**src/assert_macros.svh**
```systemverilog
// Assertion macros used by the decoder top level.
`ifndef ASSERT_MACROS_SVH
`define ASSERT_MACROS_SVH

// Same-cycle check, disabled during reset.
`define BSFD_ASSERT(lbl, prop, msg) \
    lbl: assert property (@(posedge clk) disable iff (!rst_n) (prop)) else $error(msg);

// Check in the cycle after the antecedent, disabled during reset.
`define BSFD_ASSERT_NEXT(lbl, ante, cons, msg) \
    lbl: assert property (@(posedge clk) disable iff (!rst_n) (ante) |=> (cons)) \
        else $error(msg);

`endif

```
**src/bsfd_pkg.sv**
```systemverilog
// Types and constants for the byte-stuffing frame decoder.
package bsfd_pkg;

    localparam int COUNT_WIDTH_DEF = 12;
    localparam int PAYLOAD_CNT_W   = 12;
    localparam int MAX_PAYLOAD_W   = 12;
    localparam logic [MAX_PAYLOAD_W-1:0] MAX_PAYLOAD_RST = 12'd1000;

    localparam logic [7:0] DELIM_BYTE    = 8'h41;
    localparam logic [7:0] ESC_BYTE      = 8'h42;
    localparam logic [7:0] ESC_FOR_DELIM = 8'h43;
    localparam logic [7:0] ESC_FOR_ESC   = 8'h44;

    typedef enum logic [1:0] {
        ST_PAYLOAD  = 2'd0,
        ST_DONE     = 2'd1,
        ST_BAD_ESC  = 2'd2,
        ST_TOO_LONG = 2'd3
    } bsfd_status_t;

    typedef struct packed {
        logic in_frame;
        logic esc_pending;
    } bsfd_ctl_t;

    typedef struct packed {
        logic                     valid;
        logic [7:0]               data_byte;
        bsfd_status_t             status;
        logic [PAYLOAD_CNT_W-1:0] payload_count;
    } bsfd_res_t;

endpackage

```
**src/bsfd_step.sv**
```systemverilog
// Next-state and result logic for one received byte.
module bsfd_step
    import bsfd_pkg::*;
#(
    parameter int COUNT_WIDTH = COUNT_WIDTH_DEF
) (
    input  logic [7:0]               rx_byte,
    input  logic [MAX_PAYLOAD_W-1:0] max_payload,
    input  bsfd_ctl_t                ctl,
    input  logic [COUNT_WIDTH-1:0]   count,
    output bsfd_ctl_t                ctl_next,
    output logic [COUNT_WIDTH-1:0]   count_next,
    output bsfd_res_t                res
);

    localparam int CMP_W = (COUNT_WIDTH > MAX_PAYLOAD_W) ? COUNT_WIDTH : MAX_PAYLOAD_W;

    logic       full;
    logic       deliver;
    logic [7:0] deliver_byte;

    // Payload limit: configured maximum or counter saturation.
    assign full = (CMP_W'(count) >= CMP_W'(max_payload)) || (count == {COUNT_WIDTH{1'b1}});

    always_comb
    begin
        ctl_next     = ctl;
        count_next   = count;
        deliver      = 1'b0;
        deliver_byte = rx_byte;
        res.valid    = 1'b0;
        res.data_byte = 8'h00;
        res.status   = ST_PAYLOAD;

        if (!ctl.in_frame)
        begin
            if (rx_byte == DELIM_BYTE)
            begin
                ctl_next.in_frame    = 1'b1;
                ctl_next.esc_pending = 1'b0;
                count_next           = '0;
            end
        end
        else if (ctl.esc_pending)
        begin
            ctl_next.esc_pending = 1'b0;
            case (rx_byte)
                ESC_FOR_DELIM:
                begin
                    deliver      = 1'b1;
                    deliver_byte = DELIM_BYTE;
                end
                ESC_FOR_ESC:
                begin
                    deliver      = 1'b1;
                    deliver_byte = ESC_BYTE;
                end
                default:
                begin
                    res.valid  = 1'b1;
                    res.status = ST_BAD_ESC;
                end
            endcase
        end
        else
        begin
            case (rx_byte)
                DELIM_BYTE:
                begin
                    res.valid  = 1'b1;
                    res.status = ST_DONE;
                end
                ESC_BYTE:
                begin
                    ctl_next.esc_pending = 1'b1;
                end
                default:
                begin
                    deliver = 1'b1;
                end
            endcase
        end

        if (deliver)
        begin
            res.valid = 1'b1;
            if (full)
            begin
                res.status = ST_TOO_LONG;
            end
            else
            begin
                count_next    = count + 1'b1;
                res.data_byte = deliver_byte;
            end
        end

        // Any frame-ending result drops back to hunting.
        if (res.valid && (res.status != ST_PAYLOAD))
        begin
            ctl_next.in_frame    = 1'b0;
            ctl_next.esc_pending = 1'b0;
        end

        res.payload_count = PAYLOAD_CNT_W'(count_next);
    end

endmodule

```
**src/byte_stuffing_frame_decoder.sv**
```systemverilog
// A result appears on the master side in the cycle after its byte is accepted.
// Throughput: one byte per cycle unless the output stalls; bytes that give no result (hunting, escape) count too.
// The output register frees as it is read, so input and output stall only together.
// Reset: asynchronous, active low; hunting for the delimiter, count zero, limit 1000.
`include "assert_macros.svh"

module byte_stuffing_frame_decoder
    import bsfd_pkg::*;
#(
    parameter int COUNT_WIDTH = COUNT_WIDTH_DEF
) (
    input  logic                     clk,
    input  logic                     rst_n,
    input  logic                     cfg_wr_en,
    input  logic [MAX_PAYLOAD_W-1:0] cfg_wr_data,  // max_payload
    input  logic                     s_tvalid,
    output logic                     s_tready,
    input  logic [7:0]               s_tdata,      // [7:0] rx_byte
    output logic                     m_tvalid,
    input  logic                     m_tready,
    output logic [23:0]              m_tdata,      // [7:0] data_byte, [19:8] payload_count
    output logic [1:0]               m_tuser,      // [1:0] status
    output logic                     m_tlast       // frame_end
);

    logic [MAX_PAYLOAD_W-1:0] max_payload_reg;
    bsfd_ctl_t                ctl_reg;
    bsfd_ctl_t                ctl_next;
    logic [COUNT_WIDTH-1:0]   count_reg;
    logic [COUNT_WIDTH-1:0]   count_next;
    logic                     out_valid_reg;
    bsfd_res_t                res;
    bsfd_res_t                out_reg;
    logic                     accept;

    assign s_tready = !out_valid_reg || m_tready;
    assign accept   = s_tvalid && s_tready;

    bsfd_step #(
        .COUNT_WIDTH (COUNT_WIDTH)
    ) u_step (
        .rx_byte     (s_tdata),
        .max_payload (max_payload_reg),
        .ctl         (ctl_reg),
        .count       (count_reg),
        .ctl_next    (ctl_next),
        .count_next  (count_next),
        .res         (res)
    );

    always_ff @(posedge clk or negedge rst_n)
    begin
        if (!rst_n)
        begin
            max_payload_reg <= MAX_PAYLOAD_RST;
            ctl_reg         <= '0;
            count_reg       <= '0;
            out_valid_reg   <= 1'b0;
        end
        else
        begin
            if (cfg_wr_en)
            begin
                max_payload_reg <= cfg_wr_data;
            end
            if (accept)
            begin
                ctl_reg       <= ctl_next;
                count_reg     <= count_next;
                out_valid_reg <= res.valid;
            end
            else if (m_tready)
            begin
                out_valid_reg <= 1'b0;
            end
        end
    end

    always_ff @(posedge clk)
    begin
        if (accept)
        begin
            out_reg <= res;
        end
    end

    assign m_tvalid = out_valid_reg;
    assign m_tdata  = {4'h0, out_reg.payload_count, out_reg.data_byte};
    assign m_tuser  = out_reg.status;
    assign m_tlast  = (out_reg.status != ST_PAYLOAD);

    `BSFD_ASSERT(a_esc_in_frame, !ctl_reg.esc_pending || ctl_reg.in_frame, "escape outside frame")
    `BSFD_ASSERT(a_ready_when_empty, out_valid_reg || s_tready, "input stalled with empty output")
    `BSFD_ASSERT_NEXT(a_end_hunts, accept && res.valid && (res.status != ST_PAYLOAD), !ctl_reg.in_frame, "frame end did not return to hunting")
    `BSFD_ASSERT(a_payload_count, !(m_tvalid && (m_tuser == ST_PAYLOAD)) || (m_tdata[19:8] != '0), "payload transfer with zero count")

endmodule
```
**config.mk**
```make
export PLATFORM = sky130hd
export DESIGN_NAME = byte_stuffing_frame_decoder
export DESIGN_NICKNAME = d
export VERILOG_FILES = /design/src/bsfd_pkg.sv /design/src/bsfd_step.sv /design/src/byte_stuffing_frame_decoder.sv
export VERILOG_INCLUDE_DIRS = /design/src /design/src/src
export SDC_FILE = /design/constraint.sdc
export NUM_CORES = 1
export LEC_CHECK = 0
export BUFFER_PORTS_ARGS = -buffer_cell sky130_fd_sc_hd__buf_2
export CAP_MARGIN = 20
export CORE_UTILIZATION = 50
export CTS_CLUSTER_DIAMETER = 200
export DETAILED_ROUTE_END_ITERATION = 12
export PLACE_DENSITY = 0.77
export REMOVE_ABC_BUFFERS = 1
export SLEW_MARGIN = 10
export SYNTH_ARGS = -nofsm -noshare
export SYNTH_HDL_FRONTEND = slang
export SYNTH_SLANG_ARGS = --single-unit
```
**constraint.sdc**
```tcl
create_clock -name clk -period 3.36 [get_ports clk]
set_input_delay 0.336 -clock clk [delete_from_list [all_inputs] [get_ports clk]]
set_output_delay 0.336 -clock clk [all_outputs]
set_load 0.01 [all_outputs]
```
==> results of run 1 <==
[through the flow]
step                instance area (um2)  total power, mW  utilization  setup WS (ps)
floorplan                          2724           0.8993            -          449.1
global placement                   3079           0.9906       0.5879          715.7
detailed placement                 3079            1.001       0.5879          647.2
CTS                                3161            1.329       0.6034          623.8
global route                       3161            1.394       0.6034          400.9
finish                             3161            1.318       0.6034          619.8
[critical path: stages (launching register included)]
cell      delay [ps]
dfrtp_1          490
inv_1             70
ha_1             260
nand2b_1         140
a2111o_1         440
a221oi_4         340
nand3_4          170
or4_1            530
a21oi_1          150
[worst paths after layout]
check / startpoint / endpoint / slack (ps) / cells past startpoint
min in group clk: cfg_wr_data[9] / max_payload_reg[9]$_DFFE_PN1P_ / 240 / 3
worst max-delay path: count_reg[0]$_DFFE_PN0P_ / m_tdata[19]$_DFFE_PP_ / 620 / 8
worst min-delay path: rst_n / count_reg[10]$_DFFE_PN0P_ / 40 / 1
max in group asynchronous: rst_n / count_reg[3]$_DFFE_PN0P_ / 2920 / 1
worst max register to register: count_reg[0]$_DFFE_PN0P_ / m_tdata[19]$_DFFE_PP_ / 620 / 8
worst min register to register: max_payload_reg[3]$_DFFE_PN1P_ / max_payload_reg[3]$_DFFE_PN1P_ / 510 / 2
[power breakdown]
| group | total (mW) | internal, mW | switching [mW] | leakage, nW |
|---|---|---|---|---|
| clock | 0.325 | 0.140 | 0.184 | 0.0430 |
| combinational | 0.260 | 0.109 | 0.151 | 0.823 |
| sequential | 0.733 | 0.687 | 0.0458 | 0.536 |
| total | 1.32 | 0.937 | 0.381 | 1.40 |
[per-layer routing]
| layer | wire, um | global-route usage |
|---|---|---|
| met1 | 2643 | 0.2971 |
| met5 | 0 | 0 |
| met3 | 337 | 0.04286 |
| met2 | 2832 | 0.3536 |
| met4 | 88 | 0.06923 |
[final cells by class]
cell class | instances | area (um2)
clock buffer | 5 | 68.82
clock inverter | 3 | 12.51
fill | 445 | 2077
inverter | 22 | 82.58
multi-input combinational | 203 | 1297
sequential | 49 | 1344
tap | 70 | 87.58
timing repair buffer | 52 | 267.8
[cell families after synthesis]
group | Yosys count
muxes | 7
adders and majority gates | 13
other | 1
and+or+nand+nor | 119
buffers and inverters | 37
AOI/OAI and AO/OA | 56
DFF | 49
xor gates and xnor gates | 4
[layout by cell type (no fill, tap or decap), types with 3 or more instances in the layout]
cell type  netlist  layout
and4_1           5       5
conb_1           1       4
clkbuf_8         0       5
nand3_1          9       9
edfxtp_1        22      22
o21ai_0         25      25
nand4_1         10      10
mux2i_1          4       4
nor3_1           8       8
buf_4            4       3
a31oi_1          5       5
inv_1           22      22
nand2_1         35      35
or3_1            3       3
a21oi_1          9       9
and3_1           5       5
dfstp_2          6       6
xnor2_1          4       4
nor4b_1          3       3
dfrtp_1         21      21
buf_2            2      49
and2_1           5       5
nor2_1          21      21
ha_1            13      13
mux2_2           3       3
nand2b_1         3       3
==> impl_metrics.env, run 1 <==
export IMPL_nNetsFinal=371
export IMPL_fin_worst_skew_ps=4.919
export IMPL_min_path_type="in2async"
export IMPL_period_minus_slack_ps=2740
export IMPL_cp_start_kind="register"
export IMPL_wire_per_inst_um=14.61
export IMPL_synth_top_cell_area_share=0.2370
export IMPL_grt_pass1_wl_um=10360
export IMPL_die_h_um=76.67
export IMPL_numCtsBuffers=5
export IMPL_ys_types=54
export IMPL_crit_arrival_ps=2890
export IMPL_track_usage=0.2194
export IMPL_final_cells=404
export IMPL_rsz0062_at_grt="no"
export IMPL_area_growth_syn_to_layout_pct=13.38
export IMPL_cap_violations=0
export IMPL_path_clk_slew_ps=90
export IMPL_synth_area_leader_cell="edfxtp_1"
export IMPL_remaining_drc_errors=0
export IMPL_dieArea_um2=5878
export IMPL_io_pins=54
export IMPL_synthCells=286
export IMPL_relSlewSlack=0.5597
export IMPL_tightestPinTransition_ps=658.4
export IMPL_grt_max_degree=28
export IMPL_tns_ps=0
export IMPL_n_antenna_cell=0
export IMPL_die_w_um=76.67
export IMPL_holdWs_ps=37.12
export IMPL_drive_above_1_share=0.2216
export IMPL_cts_sinks=49
export IMPL_synth_top_family_by_area="simple AND/OR/NAND/NOR gates"
export IMPL_cts_root_buf="clkbuf_8"
export IMPL_async_reset_ff_frac=0.5510
export IMPL_clock_latency_ps=300
export IMPL_synth_simple_gate_area_frac=0.2325
export IMPL_worstSetupEndpointType="register"
export IMPL_slew_viol_final=0
export IMPL_seq_area_frac_synth=0.4820
export IMPL_finalSetupViolations=0
export IMPL_drt_iter0_markers=138
export IMPL_peakVddDrop_uv=311.4
export IMPL_routed_wl_um=5901
export IMPL_outcome="completed"
export IMPL_synthTopCellsByCount="nand2_1, o21ai_0, edfxtp_1, inv_1"
export IMPL_grt_pass1_vias=2210
export IMPL_antenna_found_initial=0
export IMPL_initial_core_util=0.5323
export IMPL_placed_cells=396
export IMPL_hold_violations=0
export IMPL_core_um2=5238
export IMPL_dp_hpwl_um=4314
export IMPL_syn_area_um2=2788
export IMPL_synthAdderAreaFrac=0.05835
export IMPL_synth_most_common_cell="nand2_1"
export IMPL_vias_per_cell=5.631
export IMPL_detail_route_first_pass_iterations=4
export IMPL_cp_required_ps=3510
export IMPL_htree_levels=2
export IMPL_cts_path_max_buffers=2
export IMPL_ctsResizeCount=0
export IMPL_drtAntennaViolNets=0
export IMPL_worstPathMaxFanout=9
export IMPL_powerDensity_nw_per_um2=417.0
export IMPL_grt_overflow=0
export IMPL_synthFlopType="edfxtp_1"
export IMPL_synth_edf_count=22
export IMPL_portBuffers=49
export IMPL_largest_reg_flops=20
export IMPL_tritoncts="done"
export IMPL_cts_hold_buf=0
export IMPL_vias=2275
export IMPL_synth_xor_area_frac=0.01257
export IMPL_postSynthAreaPerCell_um2=9.747
export IMPL_rows=26
export IMPL_leakagePower_nw=1.403
export IMPL_ys_seq_elements=49
export IMPL_critical_path_class="reg2reg"
export IMPL_ys_warn_count=0
export IMPL_synth_area_mux_share=0.02648
export IMPL_max_freq_ghz=0.3649
export IMPL_synth_area_top_cells="edfxtp_1, dfrtp_1, ha_1, dfstp_2, nand2_1"
export IMPL_post_route_period_util=0.8155
export IMPL_postCtsSetupBuffers=0
export IMPL_synth_compound_area_frac=0.1302
export IMPL_gp_congestion=0.8725
No activity file was read; power rests on OpenSTA's default activity.
==> run 2, diff against run 1 <==
==> constraint.sdc (replaced) <==
create_clock -name clk -period 2.8 [get_ports clk]
set_input_delay 0.28 -clock clk [delete_from_list [all_inputs] [get_ports clk]]
set_output_delay 0.28 -clock clk [all_outputs]
set_load 0.01 [all_outputs]
==> impl_metrics.env, run 2 (same netlist as run 1, synthesis figures left out) <==
export IMPL_outcome="finished, violations left"
export IMPL_failed_checks="negative hold slack"
export IMPL_detail_route_first_pass_iterations=4
export IMPL_critical_path_class="reg2reg"
export IMPL_tritoncts="done"
export IMPL_fin_worst_skew_ps=5.211
export IMPL_period_minus_slack_ps=2684
export IMPL_grt_max_degree=28
export IMPL_dp_hpwl_um=4503
export IMPL_vias_per_cell=5.475
export IMPL_cts_root_buf="clkbuf_8"
export IMPL_antenna_found_initial=0
export IMPL_remaining_drc_errors=0
export IMPL_dieArea_um2=5878
export IMPL_nNetsFinal=382
export IMPL_path_clk_slew_ps=90
export IMPL_seqCellArea_um2=1344
export IMPL_track_usage=0.2211
export IMPL_cts_path_max_buffers=2
export IMPL_clock_power_share=0.258
export IMPL_grt_overflow=0
export IMPL_worstSetupEndpointType="register"
export IMPL_hold_violations=15
export IMPL_vias=2272
export IMPL_seqPwrFrac=0.525
export IMPL_min_path_type="in2async"
export IMPL_holdWs_ps=-8.954
export IMPL_cts_hold_buf=0
export IMPL_critPathMaxStageDelay_ps=530
export IMPL_slew_viol_final=0
export IMPL_rsz0062_at_grt="no"
export IMPL_multi_input_area_um2=1305
export IMPL_grt_pass1_wl_um=10410
export IMPL_powerDensity_nw_per_um2=506.0
export IMPL_drt_iter0_markers=174
export IMPL_path_cells="inv_1, ha_1, and3_1, nor4b_1, buf_4, a221oi_4, buf_4, nand3_4, or4_1, a21oi_1"
export IMPL_max_freq_ghz=0.3726
export IMPL_gp_congestion=0.9115
export IMPL_cp_required_ps=2960
export IMPL_clock_latency_ps=300
export IMPL_leakagePower_nw=1.461
export IMPL_numCtsBuffers=5
export IMPL_routed_wl_um=6130
export IMPL_path_common_cell="buf_4"
export IMPL_drive_above_1_share=0.2522
export IMPL_crit_buf_inv=3
export IMPL_grt_pass1_vias=2141
export IMPL_wire_per_inst_um=14.77
export IMPL_die_h_um=76.67
export IMPL_fillers=443
export IMPL_post_route_period_util=0.9586
export IMPL_io_pins=54
export IMPL_reg2reg_slack_ps=120
export IMPL_largest_reg_flops=20
export IMPL_design_area_um2=3259
export IMPL_rr_endpoint="m_tdata[19]$_DFFE_PP_"
export IMPL_initial_core_util=0.5323
export IMPL_cap_violations=0
export IMPL_final_common_cell="buf_2"
export IMPL_htree_levels=2
export IMPL_pwr_share_comb=0.218
export IMPL_tns_ps=0
export IMPL_p_sw_frac=0.2868
export IMPL_tightestPinTransition_ps=629.5
export IMPL_cp_num_cells=10
export IMPL_cp_start_kind="register"
export IMPL_relSlewSlack=0.5803
export IMPL_reg2regPathDepth=10
export IMPL_die_w_um=76.67
export IMPL_internal_power_mw=1.176
export IMPL_cts_sinks=49
export IMPL_area_growth_syn_to_layout_pct=16.92
export IMPL_portBuffers=49
export IMPL_p_sw_uw=473.0
export IMPL_final_cell_mix="buf_2, nand2_1, o21ai_0, inv_1, edfxtp_1"
export IMPL_n_antenna_cell=0
export IMPL_worstPathMaxFanout=3
export IMPL_finalSetupViolations=0
export IMPL_drtAntennaViolNets=0
export IMPL_rows=26
export IMPL_crit_arrival_ps=2840
export IMPL_core_um2=5238
export IMPL_critPathTopFamily="simple AND/OR/NAND/NOR gates"
export IMPL_rr_startpoint="max_payload_reg[6]$_DFFE_PN1P_"
export IMPL_peakVddDrop_uv=299.6
export IMPL_placed_area_um2=3147
export IMPL_slowest_stage="dfstp_2"
==> run 2: area by class of cell <==
cell class	instances	share of cell area
inverters	22	0.02534
clock buffers	8	0.02764
well taps	70	0.02687
multi-input cells	203	0.4004
flip-flops and latches	49	0.4123
repair buffers	63	0.1075
==> run 2: through the flow <==
| stage | hold slack (ps) | instances | power (mW) | util | worst slack [ps] |
|---|---|---|---|---|---|
| 2_1_floorplan | -15.59 | 274 | 1.079 | - | -110.9 |
| 3_3_place_gp | 333.9 | 405 | 1.211 | 0.6008 | 178.5 |
| 3_5_place_dp | 351.5 | 405 | 1.225 | 0.6008 | 116.6 |
| 4_1_cts | 10.64 | 413 | 1.654 | 0.6180 | 89.79 |
| 5_1_grt | 54.11 | 415 | 1.741 | 0.6223 | 17.90 |
| 6_report | -8.954 | 415 | 1.649 | 0.6223 | 116.0 |
==> run 2: per-layer routing <==
layer,vias up,GRT usage,wire [um]
met2,43,0.3777,3054
met1,1087,0.2994,2837
met3,5,0.03690,198
met5,-,0,0
met4,0,0.03462,40
li1,1137,-,-
==> run 2: worst max path at each step <==
stage                                 end                            from  slack (ps)
global placement    m_tdata[19]$_DFFE_PP_  max_payload_reg[6]$_DFFE_PN1P_         180
floorplan           m_tdata[19]$_DFFE_PP_  max_payload_reg[6]$_DFFE_PN1P_        -110
CTS                 m_tdata[19]$_DFFE_PP_  max_payload_reg[6]$_DFFE_PN1P_          90
detailed placement  m_tdata[19]$_DFFE_PP_  max_payload_reg[6]$_DFFE_PN1P_         120
finish              m_tdata[19]$_DFFE_PP_  max_payload_reg[6]$_DFFE_PN1P_         120
global route        m_tdata[19]$_DFFE_PP_  max_payload_reg[6]$_DFFE_PN1P_          20
==> run 2: power by group through the flow <==
stage,logic (mW),registers (mW),clock network (mW)
2_1_floorplan,0.186,0.893,0
3_3_place_gp,0.334,0.877,0
3_5_place_dp,0.346,0.879,0
4_1_cts,0.350,0.865,0.439
5_1_grt,0.406,0.874,0.461
6_report,0.359,0.866,0.425
==> run 2: timing repair <==
action                                 CTS  global route
endpoints found under the hold margin    0             0
setup buffers                            0             2
setup endpoints to repair                0             9
gates resized for setup                  0             2
==> run 2: worst register-to-register path, stage by stage (launching register included) <==
cell	delay, ps
dfstp_2	530
inv_1	50
ha_1	300
and3_1	220
nor4b_1	150
buf_4	150
a221oi_4	250
buf_4	190
nand3_4	60
or4_1	510
a21oi_1	150
